### src/rtl/core/ctat_pkg.sv
// ----------------------------------------------------------------------------
// ctat_pkg
// Shared types, constants and sector geometry decode for the cue track
// address translator.
// ----------------------------------------------------------------------------
package ctat_pkg;

  localparam int MAX_TRACKS     = 128;
  localparam int LOGICAL_SECTOR = 2048;

  localparam int IDX_W     = (MAX_TRACKS > 1) ? $clog2(MAX_TRACKS) : 1;
  localparam int CNT_W     = IDX_W + 1;
  localparam int SLOT_W    = 7;
  localparam int LBA_W     = 20;
  localparam int MODE_W    = 3;
  localparam int LBYTE_W   = 31;
  localparam int REQ_W     = 32;
  localparam int PHYS_W    = 32;
  localparam int CHUNK_W   = 12;
  localparam int SEC_OFF_W = $clog2(LOGICAL_SECTOR);
  localparam int SIZE_W    = 12;
  localparam int DOFF_W    = 5;

  // Depth of the queue between front and back; a power of two.
  localparam int QUEUE_DEPTH = 2;
  localparam int QPTR_W      = (QUEUE_DEPTH > 1) ? $clog2(QUEUE_DEPTH) : 1;
  localparam int QCNT_W      = $clog2(QUEUE_DEPTH + 1);

  typedef enum logic {
    JOB_LOAD  = 1'b0,
    JOB_XLATE = 1'b1
  } job_kind_e;

  typedef enum logic [1:0] {
    BK_IDLE,
    BK_SCAN,
    BK_MUL,
    BK_FIN
  } back_state_e;

  typedef struct packed {
    job_kind_e              kind;
    logic [IDX_W-1:0]       slot;
    logic [LBA_W-1:0]       start_lba;
    logic [LBA_W-1:0]       end_lba;
    logic [MODE_W-1:0]      mode;
    logic [LBA_W-1:0]       lba;
    logic [SEC_OFF_W-1:0]   in_sector;
    logic [CHUNK_W-1:0]     chunk;
  } job_t;

  typedef struct packed {
    logic [LBA_W-1:0]  start_lba;
    logic [LBA_W-1:0]  end_lba;
    logic [MODE_W-1:0] mode;
  } entry_t;

  localparam logic [MODE_W-1:0] MODE_AUDIO     = 3'd0;
  localparam logic [MODE_W-1:0] MODE_M1_2048   = 3'd1;
  localparam logic [MODE_W-1:0] MODE_M1_2352   = 3'd2;
  localparam logic [MODE_W-1:0] MODE_M2_2336   = 3'd3;
  localparam logic [MODE_W-1:0] MODE_M2_2352   = 3'd4;

  // Raw sector size per geometry code; unknown codes behave as MODE1/2352.
  function automatic logic [SIZE_W-1:0] geo_size(input logic [MODE_W-1:0] mode);
    logic [SIZE_W-1:0] sz;
    unique case (mode)
      MODE_AUDIO:   sz = 12'd2352;
      MODE_M1_2048: sz = 12'd2048;
      MODE_M1_2352: sz = 12'd2352;
      MODE_M2_2336: sz = 12'd2336;
      MODE_M2_2352: sz = 12'd2352;
      default:      sz = 12'd2352;
    endcase
    return sz;
  endfunction

  // User data offset inside the raw sector.
  function automatic logic [DOFF_W-1:0] geo_offset(input logic [MODE_W-1:0] mode);
    logic [DOFF_W-1:0] off;
    unique case (mode)
      MODE_AUDIO:   off = 5'd0;
      MODE_M1_2048: off = 5'd0;
      MODE_M1_2352: off = 5'd16;
      MODE_M2_2336: off = 5'd8;
      MODE_M2_2352: off = 5'd24;
      default:      off = 5'd16;
    endcase
    return off;
  endfunction

endpackage

### src/rtl/core/ctat_front.sv
// ----------------------------------------------------------------------------
// ctat_front
// Accepts input words, splits the logical byte position into sector and
// offset, works out the chunk length and queues the job for the back end.
// ----------------------------------------------------------------------------
module ctat_front (
  input  logic                        clk_i,
  input  logic                        rst_ni,
  input  logic                        in_valid_i,
  output logic                        in_stall_o,
  input  logic                        action_i,
  input  logic [ctat_pkg::SLOT_W-1:0]  track_slot_i,
  input  logic [ctat_pkg::LBA_W-1:0]   start_lba_i,
  input  logic [ctat_pkg::LBA_W-1:0]   end_lba_i,
  input  logic [ctat_pkg::MODE_W-1:0]  track_mode_i,
  input  logic [ctat_pkg::LBYTE_W-1:0] logical_byte_i,
  input  logic [ctat_pkg::REQ_W-1:0]   request_bytes_i,
  output logic                        job_vld_o,
  output ctat_pkg::job_t              job_o,
  input  logic                        job_pop_i
);
  import ctat_pkg::*;

  job_t              queue_q [QUEUE_DEPTH];
  logic [QPTR_W-1:0] wr_ptr_q, wr_ptr_d;
  logic [QPTR_W-1:0] rd_ptr_q, rd_ptr_d;
  logic [QCNT_W-1:0] count_q, count_d;

  logic              full;
  logic              accept;
  logic              push;
  logic              pop;
  job_t              job_new;
  logic [CHUNK_W-1:0] rest;

  assign full       = (count_q == QCNT_W'(QUEUE_DEPTH));
  assign in_stall_o = full;
  assign accept     = in_valid_i && !full;
  assign job_vld_o  = (count_q != '0);
  assign pop        = job_pop_i && job_vld_o;

  always_comb begin
    job_new           = '0;
    job_new.kind      = action_i ? JOB_XLATE : JOB_LOAD;
    job_new.slot      = IDX_W'(track_slot_i);
    job_new.start_lba = start_lba_i;
    job_new.end_lba   = end_lba_i;
    job_new.mode      = track_mode_i;
    job_new.lba       = logical_byte_i[SEC_OFF_W +: LBA_W];
    job_new.in_sector = logical_byte_i[SEC_OFF_W-1:0];
    rest              = CHUNK_W'(LOGICAL_SECTOR) - CHUNK_W'(job_new.in_sector);
    if (request_bytes_i < REQ_W'(rest)) begin
      job_new.chunk = request_bytes_i[CHUNK_W-1:0];
    end else begin
      job_new.chunk = rest;
    end
  end

  // A load aimed past the end of the table is taken and dropped here.
  assign push = accept &&
                ((action_i == 1'b1) || (int'(track_slot_i) < MAX_TRACKS));

  always_comb begin
    wr_ptr_d = push ? wr_ptr_q + 1'b1 : wr_ptr_q;
    rd_ptr_d = pop  ? rd_ptr_q + 1'b1 : rd_ptr_q;
    count_d  = count_q;
    if (push && !pop) begin
      count_d = count_q + 1'b1;
    end else if (pop && !push) begin
      count_d = count_q - 1'b1;
    end
  end

  always_ff @(posedge clk_i or negedge rst_ni) begin
    if (!rst_ni) begin
      wr_ptr_q <= '0;
      rd_ptr_q <= '0;
      count_q  <= '0;
    end else begin
      wr_ptr_q <= wr_ptr_d;
      rd_ptr_q <= rd_ptr_d;
      count_q  <= count_d;
    end
  end

  always_ff @(posedge clk_i) begin
    if (push) begin
      queue_q[wr_ptr_q] <= job_new;
    end
  end

  assign job_o = queue_q[rd_ptr_q];

endmodule

### config.mk
export PLATFORM = sky130hd
export DESIGN_NAME = ctat_front
export DESIGN_NICKNAME = d
export VERILOG_FILES = /design/src/rtl/core/ctat_pkg.sv /design/src/rtl/core/ctat_front.sv
export SDC_FILE = /design/constraint.sdc
export NUM_CORES = 1
export LEC_CHECK = 0
export BUFFER_PORTS_ARGS = -buffer_cell sky130_fd_sc_hd__clkbuf_2
export CORE_MARGIN = 3
export CORE_UTILIZATION = 56
export CTS_CLUSTER_DIAMETER = 100
export DETAILED_ROUTE_END_ITERATION = 8
export PLACE_DENSITY = 0.88
export SLEW_MARGIN = 20
export SYNTH_ARGS = -nofsm -noshare
export SYNTH_HDL_FRONTEND = slang
export SYNTH_SLANG_ARGS = --single-unit
### constraint.sdc
create_clock -name clk_i -period 9.44 [get_ports clk_i]
set_clock_uncertainty 0.1 [all_clocks]
set_input_delay 1.888 -clock clk_i [delete_from_list [all_inputs] [get_ports clk_i]]
set_output_delay 1.888 -clock clk_i [all_outputs]
set_load 0.03 [all_outputs]
==> summary.txt, run 1 <==
Max_slew headroom: 30.77%
HPWL after DPL: 10640 um
Delay of the slowest critical-path stage: 940 ps
CTS buffer count: 17
Die Area: 0.01501 sq mm
Syn Area/Cell: 19.20 sq um
Grt met3 use: 6.037%
Max Slew Vio Count: 0
Fill cells: 810
Synth area leaders: edfxtp_1, mux2_2, ha_1, dfrtp_1, mux2i_1
Min Clock Period, post-route: 5089 ps
H-tree depth: 4
Worst hold start: count_q[1]
Setup TNS: 0 ps
PostCTS Resize Cnt: 0
Worst Path Class, Setup: in2reg
Final ANT Viol Nets: 0
Startpoint types: primary input
Initial antenna violation count: 0
Synth warnings: 0
Comb power frac: 35.1%
Post-CTS setup repair buffer count: 0
Peak supply drop: 193.5 uV
Sequential fraction of the synthesis area: 75.56%
GRT Util Overall: 20.39%
Cells along the critical path: clkbuf_2 -> or4_1 -> or3_1 -> ha_1 -> a2111oi_4 -> o21ai_2 -> a2111oi_4 -> mux2_2
Wire length per cell: 18.96 um
Total grt overflow: 0
Max FO, Critical Path: 12
Total power: 3033 uW
Routing usage on met1: 23.62%
Met2 Use GR: 35.93%
Routability cong.: 0.8268
CTS sink count: 192
Prevailing post-synth register cell: edfxtp_1
Synth unique cells: 29
DR vias: 4302
Critical Path End Type: register
Fmax: 0.1965 GHz
RR Startpoint: count_q[0]
Layout cells sized above 1: 55.54%
First-pass GRT wire length: 22500 um
Req. time, crit path: 9510 ps
Synth async-reset ratio: 2.083%
R2r setup slk: 6710 ps
CP arrival: 5160 ps
Area taken by multi-input logic gates: 0.001762 sq mm
Sw frac: 36.53%
Leading area contributor after synthesis: edfxtp_1
Largest net degree at the start of global routing: 68
GRT busiest layer: met2
CTS tree: built
Total wire length: 15250 um
First-pass DRT Iterations: 4
Later-pin clock latency in the skew report: 420 ps
R2R depth: 4
Clk slew on worst S/H paths: 70 ps
Post-synth EDFFs: 188
Register area: 0.005749 sq mm
Hold endpoint: count_q[1]
Hold Path Depth: 1
Die width: 122.5 um
Synthesized flop and latch total: 192
Vias in the first global route: 4421
# diodes: 0
Final setup viols: 0
CTS Buffer Depth: 2
Critical-path top delay cell: a2111oi_4
Hold Vio Cnt, Final: 0
Root buf cell: clkbuf_16
Worst hold path type: reg2reg
Seq pwr share: 41.4%
Layout area overhead: 24.52%
Synth top area share: 74.25%
Pwr Density: 320.3 mW/mm^2
Num rows: 41
Residual DRC: 0
Status: finished clean
Core box area: 0.01293 sq mm
Syn Std Cell Area: 0.007604 sq mm
Number of vias per cell: 5.351
Gate Count Post-Synth: 396
Leak: 0.003689 uW
Psw: 1108 uW
Most common cell on crit path: a2111oi_4
MaxCap Viol Count: 0
Die Span Y: 122.5 um
Worst slew pin tran: 1038 ps
Initial DRC Count: 325
Post-layout util: 73.24%
Int Power: 1925 uW
Top-level I/O count: 214
RSZ-0062 raised after global routing: false
Critical path's top delay family: compound AO/OA/AOI/OAI gates
Hold_buf cts: 0
Final-stage net count: 750
Port Buffer Count: 213
Clock share of power: 23.5%
Final period util: 53.91%
FF-to-FF End: queue_q[0][36]
Syn nets: 527
Buf/Inv on CP: 1
Initial Utilization: 58.82%
final cells by class:
class                      count  share of cell area (%)
inverter                      15                  0.5947
multi-input combinational    177                   18.61
clock inverter                15                   1.810
sequential                   192                   60.72
timing repair buffer         216                   11.50
tap                          172                   2.273
clock buffer                  17                   4.493
metal layers:
metal  vias to the layer above  share of wire, %
li1                       1993                 -
met1                      2094                38
met2                       190                52
met3                        25               8.2
met4                         0               1.8
met5                         -                 0
synth_stat cells (2+ instances only):
library cell    n
nand2_1         7
nand4_1         4
edfxtp_1      188
nor4_1          5
xor2_1          8
buf_1           5
a21oi_1         5
inv_1          15
nor2_1          7
nand2b_1        2
clkbuf_1        6
a2111oi_4       2
dfrtp_1         4
ha_1           13
mux2i_1        10
xnor2_1         6
nor3_1          3
mux2_2         95
per-stage QoR:
| stage | area, sq um | setup WS, ps | hold WS [ps] | std cells |
|---|---|---|---|---|
| 2_1_floorplan | 7604 | 2901 | 355.9 | 396 |
| 3_3_place_gp | 8871 | 3968 | 375.4 | 772 |
| 3_5_place_dp | 8871 | 3925 | 412.5 | 772 |
| 4_1_cts | 9468 | 4366 | 421.4 | 804 |
| 5_1_grt | 9468 | 4190 | 433.8 | 804 |
| 6_report | 9468 | 4351 | 414.8 | 804 |
worst max-delay path by stage:
stage / startpoint / end / depth (start not counted)
floorplan: in_valid_i / queue_q[0][0] / 2
global placement: logical_byte_i[6] / queue_q[0][0] / 8
detailed placement: logical_byte_i[4] / queue_q[0][0] / 9
CTS: logical_byte_i[4] / queue_q[1][0] / 9
global route: logical_byte_i[4] / queue_q[1][0] / 9
finish: logical_byte_i[6] / queue_q[0][0] / 8
sequential cells by signal (all words and copies together), names as in the netlist:
name,cells
wr_ptr_q,1
rd_ptr_q,1
count_q,2
queue_q,188
worst register-to-register path, delay by kind of cell (launching register included):
| family | cells | cell delay [ps] |
|---|---|---|
| and+or+nand+nor | 3 | 970 |
| buffers and inverters | 1 | 840 |
| DFF | 1 | 410 |
placed cells by master, fill, tap and decap left out, drive strengths merged, types with 2 or more instances in the layout:
cell,count
xor2,8
or4,2
bufinv,2
inv,23
a21oi,5
mux2,96
nand2,7
nand2b,2
ha,13
mux2i,10
clkbuf,230
a2111oi,2
nor2,7
edfxtp,188
buf,3
nand4,4
clkinv,5
o21ai,2
xnor2,6
dfrtp,4
nor4,5
nor3,3
power groups by stage:
stage,registers (uW),logic [uW],clock network [uW]
after floorplan,1240,808,0
after global placement,1260,1060,0
after detailed placement,1270,1070,0
after CTS,1260,1080,725
after global routing,1270,1130,762
final,1260,1060,713
logic make-up (layout without fill, tap and decap cells):
group | count (synthesis) | after routing | synth area share (%)
XOR/XNOR | 14 | 14 | 1.613
multiplexers | 106 | 106 | 15.53
AO/OA/AOI/OAI | 10 | 10 | 1.333
adder cells (fa/ha/maj) | 13 | 13 | 2.139
flip-flops | 192 | 192 | 75.56
AND/OR/NAND/NOR | 34 | 34 | 2.386
buffers and inverters | 27 | 263 | 1.432
No activity file was read; power rests on OpenSTA's default activity.
==> inputs of run 2 (changes only) <==
--- a/config.mk
+++ b/config.mk
@@ -7,10 +7,10 @@
 export LEC_CHECK = 0
 export BUFFER_PORTS_ARGS = -buffer_cell sky130_fd_sc_hd__clkbuf_2
 export CORE_MARGIN = 3
-export CORE_UTILIZATION = 56
+export CORE_UTILIZATION = 52
 export CTS_CLUSTER_DIAMETER = 100
 export DETAILED_ROUTE_END_ITERATION = 8
-export PLACE_DENSITY = 0.88
+export PLACE_DENSITY = 0.83
 export SLEW_MARGIN = 20
 export SYNTH_ARGS = -nofsm -noshare
 export SYNTH_HDL_FRONTEND = slang
==> constraint.sdc (replaced) <==
create_clock -name clk_i -period 5.1 [get_ports clk_i]
set_clock_uncertainty 0.1 [all_clocks]
set_input_delay 1.02 -clock clk_i [delete_from_list [all_inputs] [get_ports clk_i]]
set_output_delay 1.02 -clock clk_i [all_outputs]
set_load 0.03 [all_outputs]
==> run 2 against run 1 <==
  * First-iteration DRC count down 23%
  * Sequential share of layout area rose by 0.28 points
  * Highest routed layer unchanged
  * Global-route usage decreased by 1.3 points
  * Final area fell by 0.46%
  * Critical path type unchanged
  * Die area increased by 7.3%
  * Flip-flop and latch count unchanged
  * Power increased by 80%
  * Sequential power up 87%
  * Largest cell class unchanged
  * Critical path depth rose by 1
  * Cell count rose by 1.2%
  * Hold slack worse by 110 ps
==> summary.txt, run 2 (synthesized netlist as in run 1, its figures left out) <==
GRT busiest layer: met2
Total wire length: 14950 um (-2.0%)
Core box area: 0.01410 sq mm (+9.0%)
Req. time, crit path: 5240 ps (-4270 ps)
Total grt overflow: 0 (unchanged)
Worst hold path type: in2async
Initial Utilization: 53.94% (-4.9 points)
Root buf cell: clkbuf_16
Final-stage net count: 753 (+0.40%)
MaxCap Viol Count: 0 (unchanged)
Later-pin clock latency in the skew report: 410 ps (about the same)
H-tree depth: 4 (unchanged)
Layout cells sized above 1: 55.36% (-0.18 points)
Wire length per cell: 18.36 um (-3.2%)
Leak: 0.003661 uW (-0.76%)
CTS tree: built
Grt met3 use: 5.053% (-0.98 points)
Largest register FFs: 188 (unchanged)
Cells along the critical path: clkbuf_2 -> or4_1 -> or3_1 -> ha_1 -> a2111oi_4 -> o21ai_2 -> a2111oi_4 -> buf_4 -> mux2i_1
RSZ-0062 raised after global routing: false
Routing usage on met1: 22.05% (-1.6 points)
Residual DRC: 0 (unchanged)
Final std cells w/o fill: 814 (+1.2%)
Die Span Y: 126.9 um (+3.6%)
Most common cell after layout, fill and taps aside: clkbuf_2
Max FO, Critical Path: 7 (-5)
Delay of the slowest critical-path stage: 660 ps (-280 ps)
Die Area: 0.01611 sq mm (+7.3%)
R2r setup slk: 2740 ps (-3970 ps)
Final period util: 79.14%
GRT Util Overall: 19.06% (-1.3 points)
Largest net degree at the start of global routing: 73 (+7.4%)
Initial DRC Count: 251 (-23%)
Critical Path End Type: register
Max_slew headroom: 33.00% (+2.2 points)
Buf/Inv on CP: 2 (+1)
Startpoint types: primary input
Met2 Use GR: 33.75% (-2.2 points)
Min Clock Period, post-route: 4036 ps
Critical path's top delay family: compound AO/OA/AOI/OAI gates
Post-layout util: 66.86% (-6.4 points)
FF-to-FF End: queue_q[1][66]
Hold Vio Cnt, Final: 0 (unchanged)
CTS sink count: 192 (unchanged)
HPWL after DPL: 10340 um (-2.8%)
Max Slew Vio Count: 0 (unchanged)
Status: finished clean
Vias in the first global route: 4650 (+5.2%)
Worst Path Class, Setup: in2reg
Post-CTS setup repair buffer count: 0 (unchanged)
Setup TNS: 0 ps (unchanged)
Final ANT Viol Nets: 0 (unchanged)
Layout area overhead: 23.94%
Critical-path top delay cell: a2111oi_4
Number of vias per cell: 5.317 (-0.63%)
Pwr Density: 579.1 mW/mm^2 (+81%)
CTS Buffer Depth: 2 (unchanged)
Most flop-heavy register: queue_q
CTS buffer count: 17 (unchanged)
Worst slew pin tran: 1005 ps (-33.36 ps)
Final setup viols: 0 (unchanged)
Routability cong.: 0.8578 (+3.7%)
Fill cells: 977 (+21%)
Design area: 0.009424 sq mm (-0.46%)
Die width: 126.9 um (+3.6%)
Num rows: 43 (+4.9%)
First-pass GRT wire length: 23600 um (+4.9%)
Hold_buf cts: 0 (unchanged)
Most common cell on crit path: a2111oi_4
Clk slew on worst S/H paths: 60 ps (about the same)
# diodes: 0 (unchanged)
R2R depth: 3 (-1)
Fmax: 0.2478 GHz
First-pass DRT Iterations: 4 (unchanged)
Largest regs: queue_q (188), count_q (2)
CP arrival: 4180 ps (-980 ps)
Placed cells: 783 (+1.4%)
DR vias: 4328 (+0.60%)
Top-level I/O count: 214 (unchanged)
PostCTS Resize Cnt: 0 (unchanged)
RR Startpoint: count_q[0]
Initial antenna violation count: 0 (unchanged)
Cell area after placement: 0.008904 sq mm (+0.37%)
Hold_ws: 305.8 ps (-109.0 ps)
Peak supply drop: 335.7 uV (+73%)
Most frequent cells in the layout: clkbuf_2, edfxtp_1, mux2_2
Port Buffer Count: 213 (unchanged)
## run 2: cell types whose count changed in the layout (fill, tap and decap cells not counted), sizes merged
cell | previous run | this run
clkinv | 5 | 9
buf | 3 | 6
inv | 23 | 17
clkbuf | 230 | 231
bufinv | 2 | 0
clkinvlp | 0 | 2
## run 2: layout make-up
cell class,instances,area [sq um],area share (%)
Clock buffer,18,429.2,4.554
Clock inverter,13,91.34,0.9692
Tap cell,180,225.2,2.390
Inverter,15,56.30,0.5975
Timing Repair Buffer,219,1111,11.79
Multi-Input combinational cell,177,1762,18.69
Sequential cell,192,5749,61.01
## run 2: how the worst max path moves through the flow
stage,to,startpoint,depth (start not counted)
after floorplan,queue_q[0][0],in_valid_i,2
after global placement,queue_q[0][0],logical_byte_i[6],8
after detailed placement,queue_q[1][8],logical_byte_i[6],9
after CTS,queue_q[1][8],logical_byte_i[6],9
after global routing,queue_q[1][8],logical_byte_i[4],10
final,queue_q[1][8],logical_byte_i[6],9
## run 2: layer usage
layer | routed length, um | up-vias
li1 | - | 1987
met1 | 5738 | 2130
met2 | 7903 | 182
met3 | 1018 | 29
met4 | 285 | 0
met5 | 0 | -
## run 2: power by group
part	switching, uW	total [uW]	internal, uW	leakage (uW)
sequential	189	2350	2160	0.00179
clock	545	1170	621	0.000254
combinational	1270	1940	671	0.00161
total	2000	5460	3450	0.00366
## run 2: metrics by stage
stage	worst slack, ps	total power (uW)
CTS	1117	5520
detailed placement	688.2	4344
global route	942.5	5704
global placement	805.9	4294
floorplan	1010	3770
finish	1064	5457
